$ cat src/rtl/core/ttlex_pkg.sv
`timescale 1ns / 1ps

package ttlex_pkg;

    // result event codes
    localparam logic [2:0] EV_CHAR  = 3'd0;
    localparam logic [2:0] EV_DONE  = 3'd1;
    localparam logic [2:0] EV_OPEN  = 3'd2;
    localparam logic [2:0] EV_CLOSE = 3'd3;
    localparam logic [2:0] EV_ERROR = 3'd4;

    // token kinds
    localparam logic [1:0] KIND_NONE   = 2'd0;
    localparam logic [1:0] KIND_NUMBER = 2'd1;
    localparam logic [1:0] KIND_STRING = 2'd2;
    localparam logic [1:0] KIND_IDENT  = 2'd3;

    // error kinds
    localparam logic [1:0] ERR_NONE   = 2'd0;
    localparam logic [1:0] ERR_SIGN   = 2'd1;
    localparam logic [1:0] ERR_ESCAPE = 2'd2;
    localparam logic [1:0] ERR_UNTERM = 2'd3;

    // request mode
    localparam logic MODE_CHAR = 1'b0;
    localparam logic MODE_END  = 1'b1;

    // reported line width
    localparam int LINE_OUT_BITS = 24;

    // queue between front and back
    localparam int QUEUE_DEPTH = 2;
    localparam int QUEUE_AW    = (QUEUE_DEPTH > 1) ? $clog2(QUEUE_DEPTH) : 1;
    localparam int QUEUE_CW    = $clog2(QUEUE_DEPTH + 1);

    // one result without its line
    typedef struct packed {
        logic [2:0] ev;
        logic [1:0] kind;
        logic [7:0] chr;
        logic [1:0] err;
    } res_t;

    // one or two results caused by a request
    typedef struct packed {
        logic                     two;
        res_t                     r0;
        res_t                     r1;
        logic [LINE_OUT_BITS-1:0] line;
    } entry_t;

    // front status
    typedef struct packed {
        logic push;
        logic halted;
    } front_stat_t;

endpackage

$ cat src/rtl/core/text_token_lexer.sv
`timescale 1ns / 1ps

// channel   ports                                               direction
// request   s_valid s_ready s_mode s_ch                         in
// result    m_valid m_ready m_event_res m_token_kind            out
//           m_char_value m_line_number m_error_kind m_last
//
// One request is taken per cycle while the front-to-back queue has room.
// A request gives zero, one or two results; the output stage sends one per
// cycle while m_ready is high, so a request with two results holds the result
// port for both. A result passes the queue and then the output register.
// Reset is synchronous; after an error result all requests are taken and
// dropped until reset. Stalls on the result side fill the two-entry queue
// before s_ready drops.

module text_token_lexer #(
    parameter int LINE_BITS = 24
) (
    input  logic        aclk,
    input  logic        aresetn,
    input  logic        s_valid,
    output logic        s_ready,
    input  logic        s_mode,
    input  logic [7:0]  s_ch,
    output logic        m_valid,
    input  logic        m_ready,
    output logic [2:0]  m_event_res,
    output logic [1:0]  m_token_kind,
    output logic [7:0]  m_char_value,
    output logic [23:0] m_line_number,
    output logic [1:0]  m_error_kind,
    output logic        m_last
);

    ttlex_pkg::entry_t      fr_entry;
    ttlex_pkg::front_stat_t fr_stat;
    ttlex_pkg::entry_t      q_entry;
    ttlex_pkg::res_t        out_res;
    logic                   q_not_full;
    logic                   q_valid;
    logic                   q_pop;
    logic                   in_accept;

    assign s_ready   = q_not_full;
    assign in_accept = s_valid && s_ready;

    // classify each byte
    ttlex_front #(
        .LINE_BITS(LINE_BITS)
    ) u_front (
        .aclk     (aclk),
        .aresetn  (aresetn),
        .in_accept(in_accept),
        .in_mode  (s_mode),
        .in_ch    (s_ch),
        .entry    (fr_entry),
        .stat     (fr_stat)
    );

    // decoupling queue
    ttlex_queue u_queue (
        .aclk    (aclk),
        .aresetn (aresetn),
        .push    (fr_stat.push),
        .wr_entry(fr_entry),
        .not_full(q_not_full),
        .pop     (q_pop),
        .rd_valid(q_valid),
        .rd_entry(q_entry)
    );

    // serialize results
    ttlex_back u_back (
        .aclk     (aclk),
        .aresetn  (aresetn),
        .q_valid  (q_valid),
        .q_entry  (q_entry),
        .q_pop    (q_pop),
        .out_valid(m_valid),
        .out_ready(m_ready),
        .out_res  (out_res),
        .out_line (m_line_number),
        .out_last (m_last)
    );

    assign m_event_res  = out_res.ev;
    assign m_token_kind = out_res.kind;
    assign m_char_value = out_res.chr;
    assign m_error_kind = out_res.err;

    // a push only lands when the queue has room
    a_push_room: assert property (@(posedge aclk) disable iff (!aresetn)
        fr_stat.push |-> q_not_full)
        else $error("push into full queue");

    // an error on the output means the front has already halted
    a_err_halted: assert property (@(posedge aclk) disable iff (!aresetn)
        (m_valid && m_event_res == ttlex_pkg::EV_ERROR) |-> fr_stat.halted)
        else $error("error result without halt");

    // an error closes the results of its request
    a_err_last: assert property (@(posedge aclk) disable iff (!aresetn)
        (m_valid && m_event_res == ttlex_pkg::EV_ERROR) |-> m_last)
        else $error("error result not last");

    // a halted front pushes nothing
    a_halt_quiet: assert property (@(posedge aclk) disable iff (!aresetn)
        fr_stat.halted |-> !fr_stat.push)
        else $error("push after halt");

endmodule

$ cat src/rtl/core/ttlex_front.sv
`timescale 1ns / 1ps

module ttlex_front #(
    parameter int LINE_BITS = 24
) (
    input  logic                   aclk,
    input  logic                   aresetn,
    input  logic                   in_accept,
    input  logic                   in_mode,
    input  logic [7:0]             in_ch,
    output ttlex_pkg::entry_t      entry,
    output ttlex_pkg::front_stat_t stat
);

    // lexer states
    localparam logic [2:0] ST_IDLE   = 3'd0;
    localparam logic [2:0] ST_IDENT  = 3'd1;
    localparam logic [2:0] ST_STRING = 3'd2;
    localparam logic [2:0] ST_NUMBER = 3'd3;
    localparam logic [2:0] ST_NUMDOT = 3'd4;

    // escape countdown codes
    localparam logic [2:0] ESC_NONE    = 3'd0;
    localparam logic [2:0] ESC_NUM     = 3'd2;
    localparam logic [2:0] ESC_PENDING = 3'd4;

    // characters
    localparam logic [7:0] CH_LF    = 8'h0A;
    localparam logic [7:0] CH_TAB   = 8'h09;
    localparam logic [7:0] CH_SPACE = 8'h20;
    localparam logic [7:0] CH_QUOTE = 8'h22;
    localparam logic [7:0] CH_LPAR  = 8'h28;
    localparam logic [7:0] CH_RPAR  = 8'h29;
    localparam logic [7:0] CH_MINUS = 8'h2D;
    localparam logic [7:0] CH_DOT   = 8'h2E;
    localparam logic [7:0] CH_SLASH = 8'h2F;
    localparam logic [7:0] CH_BSL   = 8'h5C;
    localparam logic [7:0] CH_LBR   = 8'h7B;
    localparam logic [7:0] CH_RBR   = 8'h7D;
    localparam logic [7:0] CH_T     = 8'h74;
    localparam logic [7:0] CH_N     = 8'h6E;

    localparam logic [LINE_BITS-1:0] LINE_ONE = LINE_BITS'(1);

    typedef struct packed {
        logic                hit;
        ttlex_pkg::res_t     res;
        logic [2:0]          st;
        logic                cmt;
        logic                halt;
    } idle_t;

    function automatic logic is_letter(input logic [7:0] c);
        return (c >= 8'h61 && c <= 8'h7A) || (c >= 8'h41 && c <= 8'h5A);
    endfunction

    function automatic logic is_digit(input logic [7:0] c);
        return c >= 8'h30 && c <= 8'h39;
    endfunction

    function automatic ttlex_pkg::res_t mk_res(input logic [2:0] ev, input logic [1:0] kind,
                                               input logic [7:0] chr, input logic [1:0] err);
        ttlex_pkg::res_t r;
        r.ev   = ev;
        r.kind = kind;
        r.chr  = chr;
        r.err  = err;
        return r;
    endfunction

    // byte handled from the idle state
    function automatic idle_t idle_byte(input logic [7:0] c);
        idle_t o;
        o = '0;
        o.st = ST_IDLE;
        if (c == CH_SPACE || c == CH_LF || c == CH_TAB || c == CH_LPAR || c == CH_RPAR) begin
            o.hit = 1'b0;
        end else if (is_letter(c)) begin
            o.hit = 1'b1;
            o.res = mk_res(ttlex_pkg::EV_CHAR, ttlex_pkg::KIND_IDENT, c, ttlex_pkg::ERR_NONE);
            o.st  = ST_IDENT;
        end else if (is_digit(c) || c == CH_MINUS) begin
            o.hit = 1'b1;
            o.res = mk_res(ttlex_pkg::EV_CHAR, ttlex_pkg::KIND_NUMBER, c, ttlex_pkg::ERR_NONE);
            o.st  = ST_NUMBER;
        end else if (c == CH_LBR) begin
            o.hit = 1'b1;
            o.res = mk_res(ttlex_pkg::EV_OPEN, ttlex_pkg::KIND_NONE, 8'h00, ttlex_pkg::ERR_NONE);
        end else if (c == CH_RBR) begin
            o.hit = 1'b1;
            o.res = mk_res(ttlex_pkg::EV_CLOSE, ttlex_pkg::KIND_NONE, 8'h00, ttlex_pkg::ERR_NONE);
        end else if (c == CH_QUOTE) begin
            o.st = ST_STRING;
        end else if (c == CH_SLASH) begin
            o.cmt = 1'b1;
        end else begin
            o.hit  = 1'b1;
            o.res  = mk_res(ttlex_pkg::EV_ERROR, ttlex_pkg::KIND_NONE, 8'h00, ttlex_pkg::ERR_SIGN);
            o.halt = 1'b1;
        end
        return o;
    endfunction

    logic [2:0]           st_reg, st_next;
    logic                 cmt_reg, cmt_next;
    logic [2:0]           esc_reg, esc_next;
    logic [LINE_BITS-1:0] line_reg, line_next;
    logic                 halt_reg, halt_next;

    logic                 hit0, hit1;
    ttlex_pkg::res_t      r0, r1;
    idle_t                idl;
    logic [7:0]           dec;
    logic [LINE_BITS+ttlex_pkg::LINE_OUT_BITS-1:0] line_ext;

    // lexer step for one request
    always_comb begin
        st_next   = st_reg;
        cmt_next  = cmt_reg;
        esc_next  = esc_reg;
        line_next = line_reg;
        halt_next = halt_reg;
        hit0      = 1'b0;
        hit1      = 1'b0;
        r0        = '0;
        r1        = '0;
        dec       = 8'h00;
        idl       = idle_byte(in_ch);
        if (halt_reg) begin
            hit0 = 1'b0;
        end else if (in_mode == ttlex_pkg::MODE_END) begin
            // flush pending token
            unique case (st_reg)
                ST_IDENT: begin
                    hit0 = 1'b1;
                    r0 = mk_res(ttlex_pkg::EV_DONE, ttlex_pkg::KIND_IDENT, 8'h00,
                                ttlex_pkg::ERR_NONE);
                end
                ST_NUMBER, ST_NUMDOT: begin
                    hit0 = 1'b1;
                    r0 = mk_res(ttlex_pkg::EV_DONE, ttlex_pkg::KIND_NUMBER, 8'h00,
                                ttlex_pkg::ERR_NONE);
                end
                ST_STRING: begin
                    hit0 = 1'b1;
                    r0 = mk_res(ttlex_pkg::EV_ERROR, ttlex_pkg::KIND_NONE, 8'h00,
                                ttlex_pkg::ERR_UNTERM);
                    halt_next = 1'b1;
                end
                default: begin
                    hit0 = 1'b0;
                end
            endcase
            st_next  = ST_IDLE;
            cmt_next = 1'b0;
            esc_next = ESC_NONE;
        end else begin
            // saturating line count
            if (in_ch == CH_LF && line_reg != '1) begin
                line_next = line_reg + LINE_ONE;
            end
            if (cmt_reg) begin
                if (in_ch == CH_SLASH) begin
                    cmt_next = 1'b0;
                end
            end else if (st_reg == ST_STRING) begin
                if (esc_reg != ESC_NONE) begin
                    // escape decode
                    priority if (in_ch == CH_T || in_ch == CH_N || in_ch == CH_QUOTE ||
                                 in_ch == CH_BSL) begin
                        priority if (in_ch == CH_T) begin
                            dec = CH_TAB;
                        end else if (in_ch == CH_N) begin
                            dec = CH_LF;
                        end else begin
                            dec = in_ch;
                        end
                        hit0 = 1'b1;
                        r0 = mk_res(ttlex_pkg::EV_CHAR, ttlex_pkg::KIND_STRING, dec,
                                    ttlex_pkg::ERR_NONE);
                        esc_next = (esc_reg == ESC_PENDING) ? ESC_NONE : esc_reg - 3'd1;
                    end else if (is_digit(in_ch)) begin
                        esc_next = (esc_reg == ESC_PENDING) ? ESC_NUM : esc_reg - 3'd1;
                    end else begin
                        hit0 = 1'b1;
                        r0 = mk_res(ttlex_pkg::EV_ERROR, ttlex_pkg::KIND_NONE, 8'h00,
                                    ttlex_pkg::ERR_ESCAPE);
                        halt_next = 1'b1;
                    end
                end else if (in_ch == CH_BSL) begin
                    esc_next = ESC_PENDING;
                end else if (in_ch == CH_QUOTE) begin
                    hit0 = 1'b1;
                    r0 = mk_res(ttlex_pkg::EV_DONE, ttlex_pkg::KIND_STRING, 8'h00,
                                ttlex_pkg::ERR_NONE);
                    st_next = ST_IDLE;
                end else begin
                    hit0 = 1'b1;
                    r0 = mk_res(ttlex_pkg::EV_CHAR, ttlex_pkg::KIND_STRING, in_ch,
                                ttlex_pkg::ERR_NONE);
                end
            end else if (st_reg == ST_IDENT) begin
                hit0 = 1'b1;
                if (is_letter(in_ch) || is_digit(in_ch)) begin
                    r0 = mk_res(ttlex_pkg::EV_CHAR, ttlex_pkg::KIND_IDENT, in_ch,
                                ttlex_pkg::ERR_NONE);
                end else begin
                    // token ends, byte reread from idle
                    r0 = mk_res(ttlex_pkg::EV_DONE, ttlex_pkg::KIND_IDENT, 8'h00,
                                ttlex_pkg::ERR_NONE);
                    hit1      = idl.hit;
                    r1        = idl.res;
                    st_next   = idl.st;
                    cmt_next  = idl.cmt;
                    halt_next = idl.halt;
                end
            end else if (st_reg == ST_NUMBER || st_reg == ST_NUMDOT) begin
                hit0 = 1'b1;
                if (is_digit(in_ch)) begin
                    r0 = mk_res(ttlex_pkg::EV_CHAR, ttlex_pkg::KIND_NUMBER, in_ch,
                                ttlex_pkg::ERR_NONE);
                end else if (in_ch == CH_DOT && st_reg == ST_NUMBER) begin
                    r0 = mk_res(ttlex_pkg::EV_CHAR, ttlex_pkg::KIND_NUMBER, in_ch,
                                ttlex_pkg::ERR_NONE);
                    st_next = ST_NUMDOT;
                end else begin
                    r0 = mk_res(ttlex_pkg::EV_DONE, ttlex_pkg::KIND_NUMBER, 8'h00,
                                ttlex_pkg::ERR_NONE);
                    hit1      = idl.hit;
                    r1        = idl.res;
                    st_next   = idl.st;
                    cmt_next  = idl.cmt;
                    halt_next = idl.halt;
                end
            end else begin
                // idle and unused codes
                hit0      = idl.hit;
                r0        = idl.res;
                st_next   = idl.st;
                cmt_next  = idl.cmt;
                halt_next = idl.halt;
            end
        end
    end

    // queue entry
    assign line_ext    = {{ttlex_pkg::LINE_OUT_BITS{1'b0}}, line_next};
    assign entry.two   = hit1;
    assign entry.r0    = r0;
    assign entry.r1    = r1;
    assign entry.line  = line_ext[ttlex_pkg::LINE_OUT_BITS-1:0];
    assign stat.push   = in_accept && hit0;
    assign stat.halted = halt_reg;

    // lexer state
    always_ff @(posedge aclk) begin
        if (!aresetn) begin
            st_reg   <= ST_IDLE;
            cmt_reg  <= 1'b0;
            esc_reg  <= ESC_NONE;
            line_reg <= LINE_ONE;
            halt_reg <= 1'b0;
        end else if (in_accept) begin
            st_reg   <= st_next;
            cmt_reg  <= cmt_next;
            esc_reg  <= esc_next;
            line_reg <= line_next;
            halt_reg <= halt_next;
        end
    end

endmodule

$ cat src/rtl/core/ttlex_queue.sv
`timescale 1ns / 1ps

module ttlex_queue (
    input  logic              aclk,
    input  logic              aresetn,
    input  logic              push,
    input  ttlex_pkg::entry_t wr_entry,
    output logic              not_full,
    input  logic              pop,
    output logic              rd_valid,
    output ttlex_pkg::entry_t rd_entry
);

    localparam int AW = ttlex_pkg::QUEUE_AW;
    localparam int CW = ttlex_pkg::QUEUE_CW;
    localparam logic [AW-1:0] PTR_LAST = AW'(ttlex_pkg::QUEUE_DEPTH - 1);
    localparam logic [CW-1:0] CNT_FULL = CW'(ttlex_pkg::QUEUE_DEPTH);

    ttlex_pkg::entry_t mem_reg [ttlex_pkg::QUEUE_DEPTH];
    logic [AW-1:0] wr_ptr_reg, wr_ptr_next;
    logic [AW-1:0] rd_ptr_reg, rd_ptr_next;
    logic [CW-1:0] count_reg, count_next;
    logic          do_push, do_pop;

    assign not_full = count_reg != CNT_FULL;
    assign rd_valid = count_reg != '0;
    assign rd_entry = mem_reg[rd_ptr_reg];
    assign do_push  = push && not_full;
    assign do_pop   = pop && rd_valid;

    // pointer and fill count
    always_comb begin
        wr_ptr_next = wr_ptr_reg;
        rd_ptr_next = rd_ptr_reg;
        count_next  = count_reg;
        if (do_push) begin
            wr_ptr_next = (wr_ptr_reg == PTR_LAST) ? '0 : wr_ptr_reg + AW'(1);
        end
        if (do_pop) begin
            rd_ptr_next = (rd_ptr_reg == PTR_LAST) ? '0 : rd_ptr_reg + AW'(1);
        end
        if (do_push && !do_pop) begin
            count_next = count_reg + CW'(1);
        end else if (do_pop && !do_push) begin
            count_next = count_reg - CW'(1);
        end
    end

    always_ff @(posedge aclk) begin
        if (!aresetn) begin
            wr_ptr_reg <= '0;
            rd_ptr_reg <= '0;
            count_reg  <= '0;
        end else begin
            wr_ptr_reg <= wr_ptr_next;
            rd_ptr_reg <= rd_ptr_next;
            count_reg  <= count_next;
        end
    end

    // entry storage
    always_ff @(posedge aclk) begin
        if (do_push) begin
            mem_reg[wr_ptr_reg] <= wr_entry;
        end
    end

endmodule

$ cat src/rtl/core/ttlex_back.sv
`timescale 1ns / 1ps

module ttlex_back (
    input  logic                                aclk,
    input  logic                                aresetn,
    input  logic                                q_valid,
    input  ttlex_pkg::entry_t                   q_entry,
    output logic                                q_pop,
    output logic                                out_valid,
    input  logic                                out_ready,
    output ttlex_pkg::res_t                     out_res,
    output logic [ttlex_pkg::LINE_OUT_BITS-1:0] out_line,
    output logic                                out_last
);

    logic                                out_vld_reg, out_vld_next;
    ttlex_pkg::res_t                     out_res_reg, out_res_next;
    logic [ttlex_pkg::LINE_OUT_BITS-1:0] out_line_reg, out_line_next;
    logic                                out_last_reg, out_last_next;
    logic                                pend_vld_reg, pend_vld_next;
    ttlex_pkg::res_t                     pend_res_reg, pend_res_next;
    logic                                load;

    // output stage free or being drained
    assign load  = !out_vld_reg || out_ready;
    assign q_pop = load && !pend_vld_reg && q_valid;

    // second result waits in the pending slot
    always_comb begin
        out_vld_next  = out_vld_reg;
        out_res_next  = out_res_reg;
        out_line_next = out_line_reg;
        out_last_next = out_last_reg;
        pend_vld_next = pend_vld_reg;
        pend_res_next = pend_res_reg;
        if (load) begin
            if (pend_vld_reg) begin
                out_vld_next  = 1'b1;
                out_res_next  = pend_res_reg;
                out_last_next = 1'b1;
                pend_vld_next = 1'b0;
            end else if (q_valid) begin
                out_vld_next  = 1'b1;
                out_res_next  = q_entry.r0;
                out_line_next = q_entry.line;
                out_last_next = !q_entry.two;
                pend_vld_next = q_entry.two;
                pend_res_next = q_entry.r1;
            end else begin
                out_vld_next = 1'b0;
            end
        end
    end

    always_ff @(posedge aclk) begin
        if (!aresetn) begin
            out_vld_reg  <= 1'b0;
            pend_vld_reg <= 1'b0;
        end else begin
            out_vld_reg  <= out_vld_next;
            pend_vld_reg <= pend_vld_next;
        end
    end

    always_ff @(posedge aclk) begin
        out_res_reg  <= out_res_next;
        out_line_reg <= out_line_next;
        out_last_reg <= out_last_next;
        pend_res_reg <= pend_res_next;
    end

    assign out_valid = out_vld_reg;
    assign out_res   = out_res_reg;
    assign out_line  = out_line_reg;
    assign out_last  = out_last_reg;

endmodule
$ cat config.mk
export PLATFORM = sky130hd
export DESIGN_NAME = text_token_lexer
export DESIGN_NICKNAME = d
export VERILOG_FILES = /design/src/rtl/core/ttlex_pkg.sv /design/src/rtl/core/text_token_lexer.sv /design/src/rtl/core/ttlex_front.sv /design/src/rtl/core/ttlex_queue.sv /design/src/rtl/core/ttlex_back.sv
export SDC_FILE = /design/constraint.sdc
export NUM_CORES = 1
export LEC_CHECK = 0
export ABC_CLOCK_PERIOD_IN_PS = 8530
export BUFFER_PORTS_ARGS = -buffer_cell sky130_fd_sc_hd__buf_2
export CORE_MARGIN = 3
export CORE_UTILIZATION = 55
export CTS_BUF_LIST = sky130_fd_sc_hd__clkbuf_8
export CTS_CLUSTER_SIZE = 10
export DETAILED_ROUTE_END_ITERATION = 12
export GPL_TIMING_DRIVEN = 0
export PLACE_DENSITY = 0.73
export REMOVE_ABC_BUFFERS = 1
export SYNTH_ARGS = -nofsm -noshare
export SYNTH_HDL_FRONTEND = slang
export SYNTH_HIERARCHICAL = 1
export SYNTH_SLANG_ARGS = --single-unit
$ cat constraint.sdc
create_clock -name aclk -period 8.53 [get_ports aclk]
set_input_delay 0.4265 -clock aclk [delete_from_list [all_inputs] [get_ports aclk]]
set_output_delay 0.4265 -clock aclk [all_outputs]
set_load 0.01 [all_outputs]
Yosys cells after proc, flatten, opt, wreduce, memory -nomap -nowiden

Memory sizes are Yosys's and may differ from the RTL's. A register that Yosys moved wholly into a read port is not among the register bits.
Cells that the tools add are included.

Register bits after elaboration: 93
Bits in latches: 0
Bits in writable memories: 110
ROM bits: 0
Bits of input ports: 13
Output and inout port bits: 42
Logic and storage cells: 226
Memories: 1

$add $sub $neg: 6
Multipliers: 0
Div/mod/pow operators: 0
Order comparisons: 6
Eq/ne operators: 28
Shift operators: 0
Muxes and demuxes: 120
Bitwise gates (word level): 2
Reductions and logical operators: 43

Memories:

| name            | words | width | read ports | clocked after memory_dff | write ports | RTL line          | RTL |
|---|---|---|---|---|---|---|---|
| u_queue.mem_reg | 2     | 55    | 1          | 1                        | 1           | ttlex_queue.sv:19 | `ttlex_pkg::entry_t mem_reg [ttlex_pkg::QUEUE_DEPTH];` |

Operators by type and width:

| kind                                                               | number |
|---|---|
| two-way mux 15 bit                                                 | 22 |
| two-way mux 24 bit                                                 | 3 |
| two-way mux 16 bit                                                 | 4 |
| two-way mux 3 bit                                                  | 20 |
| == test 8 x 6 -> 1 bit (second input constant)                     | 7 |
| two-way mux 1 bit                                                  | 54 |
| case mux 15 bit (3 select lines)                                   | 1 |
| == test 8 x 7 -> 1 bit (second input constant)                     | 5 |
| two-way mux 13 bit                                                 | 3 |
| two-way mux 19 bit                                                 | 2 |
| adder 24 x 1 -> 24 bit (second input constant)                     | 1 |
| != test 24 bit (second input constant)                             | 1 |
| two-way mux 20 bit                                                 | 1 |
| == test 8 x 4 -> 1 bit (second input constant)                     | 2 |
| greater-or-equal comparator 8 x 7 -> 1 bit (second input constant) | 2 |
| <= comparator 8 x 7 -> 1 bit (second input constant)               | 2 |
| two-way mux 8 bit                                                  | 2 |
| logical AND 1 bit                                                  | 13 |
| logical OR 1 bit                                                   | 12 |
| two-way mux 2 bit                                                  | 6 |
| two-way mux 5 bit                                                  | 2 |
| greater-or-equal comparator 8 x 6 -> 1 bit (second input constant) | 1 |
| <= comparator 8 x 6 -> 1 bit (second input constant)               | 1 |
| AND reduction 8 bit                                                | 1 |
| other kinds (22)                                                   | 37 |

Depth between registers and ports, before layout

Depth in word-level cells: 20
Gate-level depth with buffers: 13
Gate-level depth less buffers: 12

Cells and area by module

Netlist, hierarchy kept.

By module, submodules not included:

| module           | instances | cells each | area an instance (µm²) |
|---|---|---|---|
| ttlex_queue      | 1         | 195        | 4207.8 |
| ttlex_front      | 1         | 409        | 3052.9 |
| ttlex_back       | 1         | 84         | 1949.4 |
| text_token_lexer | 1         | 1          | 6.3 |

Least setup slack after synthesis

No wires, ideal clock.

Path type: register -> register
From: register u_queue.count_reg[1]
To: register u_back.out_line_reg, in the netlist u_back/out_line[0], enable pin
Arrival time: 3.431 ns
Data required time: 8.038 ns
Path slack: 4.607 ns
Stages on the path, launching flop included: 3
Path buffers: 0
Period minus slack after synthesis: 3.923 ns
Cell sequence: dfxtp_1 or2_2 nor3b_1

Longest elaborated chain between the ends: 2

Ends and longest elaborated chain:

| element                       | RTL line               | RTL |
|---|---|---|
| start, declared               | ttlex_queue.sv:22      | `logic [CW-1:0] count_reg, count_next;` |
| start signal, assigned        | ttlex_queue.sv:57      | `count_reg <= count_next;` |
| nonzero test 2 bit            | ttlex_queue.sv:26      | `assign rd_valid = count_reg != '0;` |
| net q_valid                   | text_token_lexer.sv:40 | `logic q_valid;` |
| AND reduction 3 bit (no line) | --                     |  |
| end signal, assigned          | ttlex_back.sv:67       | `out_line_reg <= out_line_next;` |
| end, declared                 | ttlex_back.sv:18       | `logic [ttlex_pkg::LINE_OUT_BITS-1:0] out_line_reg, out_line_next;` |

The timed path passes the listed nets, and every way through them passes these cells.
A chain may end at the register's enable or synchronous reset.

==> results.json <==
{
  "initial_core_util": 0.571,
  "cts_buffer_depth": 3,
  "rrSetupSlack_ns": 5.56,
  "drv_cap": 0,
  "timing.final.crit_share": 0.348,
  "drtPass1Iterations": 5,
  "diodes": 0,
  "clk_latency_ns": 0.51,
  "synth_warnings": 6,
  "status": "completed",
  "cts_root_buffer": "clkbuf_8",
  "postLayoutCoreUtil": 0.640,
  "worst_slew_margin_rel": 0.298,
  "track_usage": 0.199,
  "totalWireLength_um": 17900,
  "ctsHoldBuffers": 0,
  "hp-class": "in -> reg",
  "finalNonFillerCells": 990,
  "skew_ns": 0.0219,
  "cts_tree": "yes",
  "period_minus_slack_ns": 2.97,
  "critPathArrivalTime_ns": 3.15,
  "crit_required_ns": 8.71,
  "drv_slew": 0,
  "final_hold_viol_count": 0,
  "row_count": 46,
  "h-tree-depth": 2,
  "setup_violations": 0,
  "synth.avg_cell_area_um2": 13.4,
  "grt_max_degree": 44,
  "place_inst": 929,
  "synth_area_um2": 9210,
  "antenna_found_initial": 0,
  "seq_area_um2": 5740,
  "fin_tns_setup_ns": 0,
  "drc": 0,
  "final_area_um2": 10300,
  "die-height_um": 135,
  "post_cts_buffers": 0,
  "first_global_vias": 5695,
  "critPathKind": "reg -> reg",
  "peakVddDrop_v": 0.000193,
  "vias_per_cell": 5.69,
  "grt_pass1_wl_um": 28900,
  "multi_input_area_um2": 3240,
  "endpoint_kind": "flop",
  "clk_pin_slew_worst_paths_ns": 0.06,
  "vias": 5637,
  "fin_nets": 767,
  "place_ws_ns": 5.38,
  "cts_made_buffers": 34,
  "cts_sinks": 204,
  "max_freq_ghz": 0.337,
  "fp.coreArea_um2": 16100,
  "die_area_um2": 18300,
  "drive_gt1_frac": 0.255,
  "gr-total-overflow": 0,
  "cts.repair.resized": 0,
  "final_antenna_net_count": 0,
  "wl_per_cell_um": 18.1,
  "setup_ws_ns": 5.56,
  "largest_reg_flops": 110,
  "worstMarginPinSlew_ns": 1.05,
  "dr.first_iter.drc_count": 311,
  "power.leakage_nw": 3.63,
  "place.gp.congestion": 0.882,
  "rsz0062_at_grt": "no",
  "io_pins": 55,
  "p_per_area_nw_per_um2": 273,
  "io_buffers": 54,
  "dpl.hpwl_um": 11900,
  "cp-start-kind": "flop",
  "post_dp_cell_area_um2": 9660,
  "die_x_um": 135,
  "postSynthCellCount": 688,
  "syn_to_final_growth_pct": 11.9,
  "cp_max_fo": 34,
  "n_fill_cell": 1267
}
==> cell usage in the layout, fill, tap and decap left out, types with 19 or more instances in the layout <==
cell type,instances
nor2_1,35
buf_2,54
nand2_1,35
xnor2_1,22
dfxtp_1,38
edfxtp_1,165
nor3_1,19
and2_1,28
nand3_1,24
mux2_2,71
clkbuf_8,36
inv_1,26
xor2_1,24
==> critical path: stages (launching register included) <==
cell,delay [ns]
dfxtp_1,0.31
inv_1,0.10
ha_1,0.24
nor2b_1,0.47
o21ai_0,0.18
a21oi_1,0.20
o211a_1,0.22
and3_2,0.59
buf_12,0.30
==> metrics by stage <==
stage / hold slack, ns / power (mW)
2_1_floorplan: 0.452 / 1.79
3_3_place_gp: 0.465 / 2.00
3_5_place_dp: 0.480 / 2.04
4_1_cts: 0.253 / 2.86
5_1_grt: 0.287 / 2.96
6_report: 0.287 / 2.82
==> path summary, 6_finish.rpt <==
path	start	end	cells after the start
max	u_front/esc_reg[0]$_SDFFE_PN0P_	u_queue/mem_reg[1][27]$_DFFE_PP_	8
min	m_ready	u_back/pend_vld_reg$_SDFFE_PN0P_	3
max reg2reg	u_front/esc_reg[0]$_SDFFE_PN0P_	u_queue/mem_reg[1][27]$_DFFE_PP_	8
min reg2reg	u_front/esc_reg[0]$_SDFFE_PN0P_	u_front/esc_reg[0]$_SDFFE_PN0P_	2
==> layout make-up <==
type,instances,area share
inverters,11,0.00401
well taps,216,0.0262
repair buffers,60,0.0357
multi-input cells,438,0.315
clock inverters,25,0.0149
clock buffers,36,0.0481
flip-flops and latches,204,0.557
==> metal layers <==
metal,GRT usage,vias to the layer above,wire (um)
li1,-,2695,-
met1,0.253,2806,7780
met2,0.342,109,9090
met3,0.0412,27,696
met4,0.0638,0,306
met5,0,-,0
==> report_power, final <==
part / switching (mW) / total, mW / internal (mW) / leakage [nW]
sequential: 0.0734 / 1.42 / 1.35 / 1.83
combinational: 0.329 / 0.583 / 0.254 / 1.42
clock: 0.358 / 0.809 / 0.450 / 0.380
total: 0.761 / 2.82 / 2.05 / 3.63
Note: power is estimated with default switching activity, not from simulation.
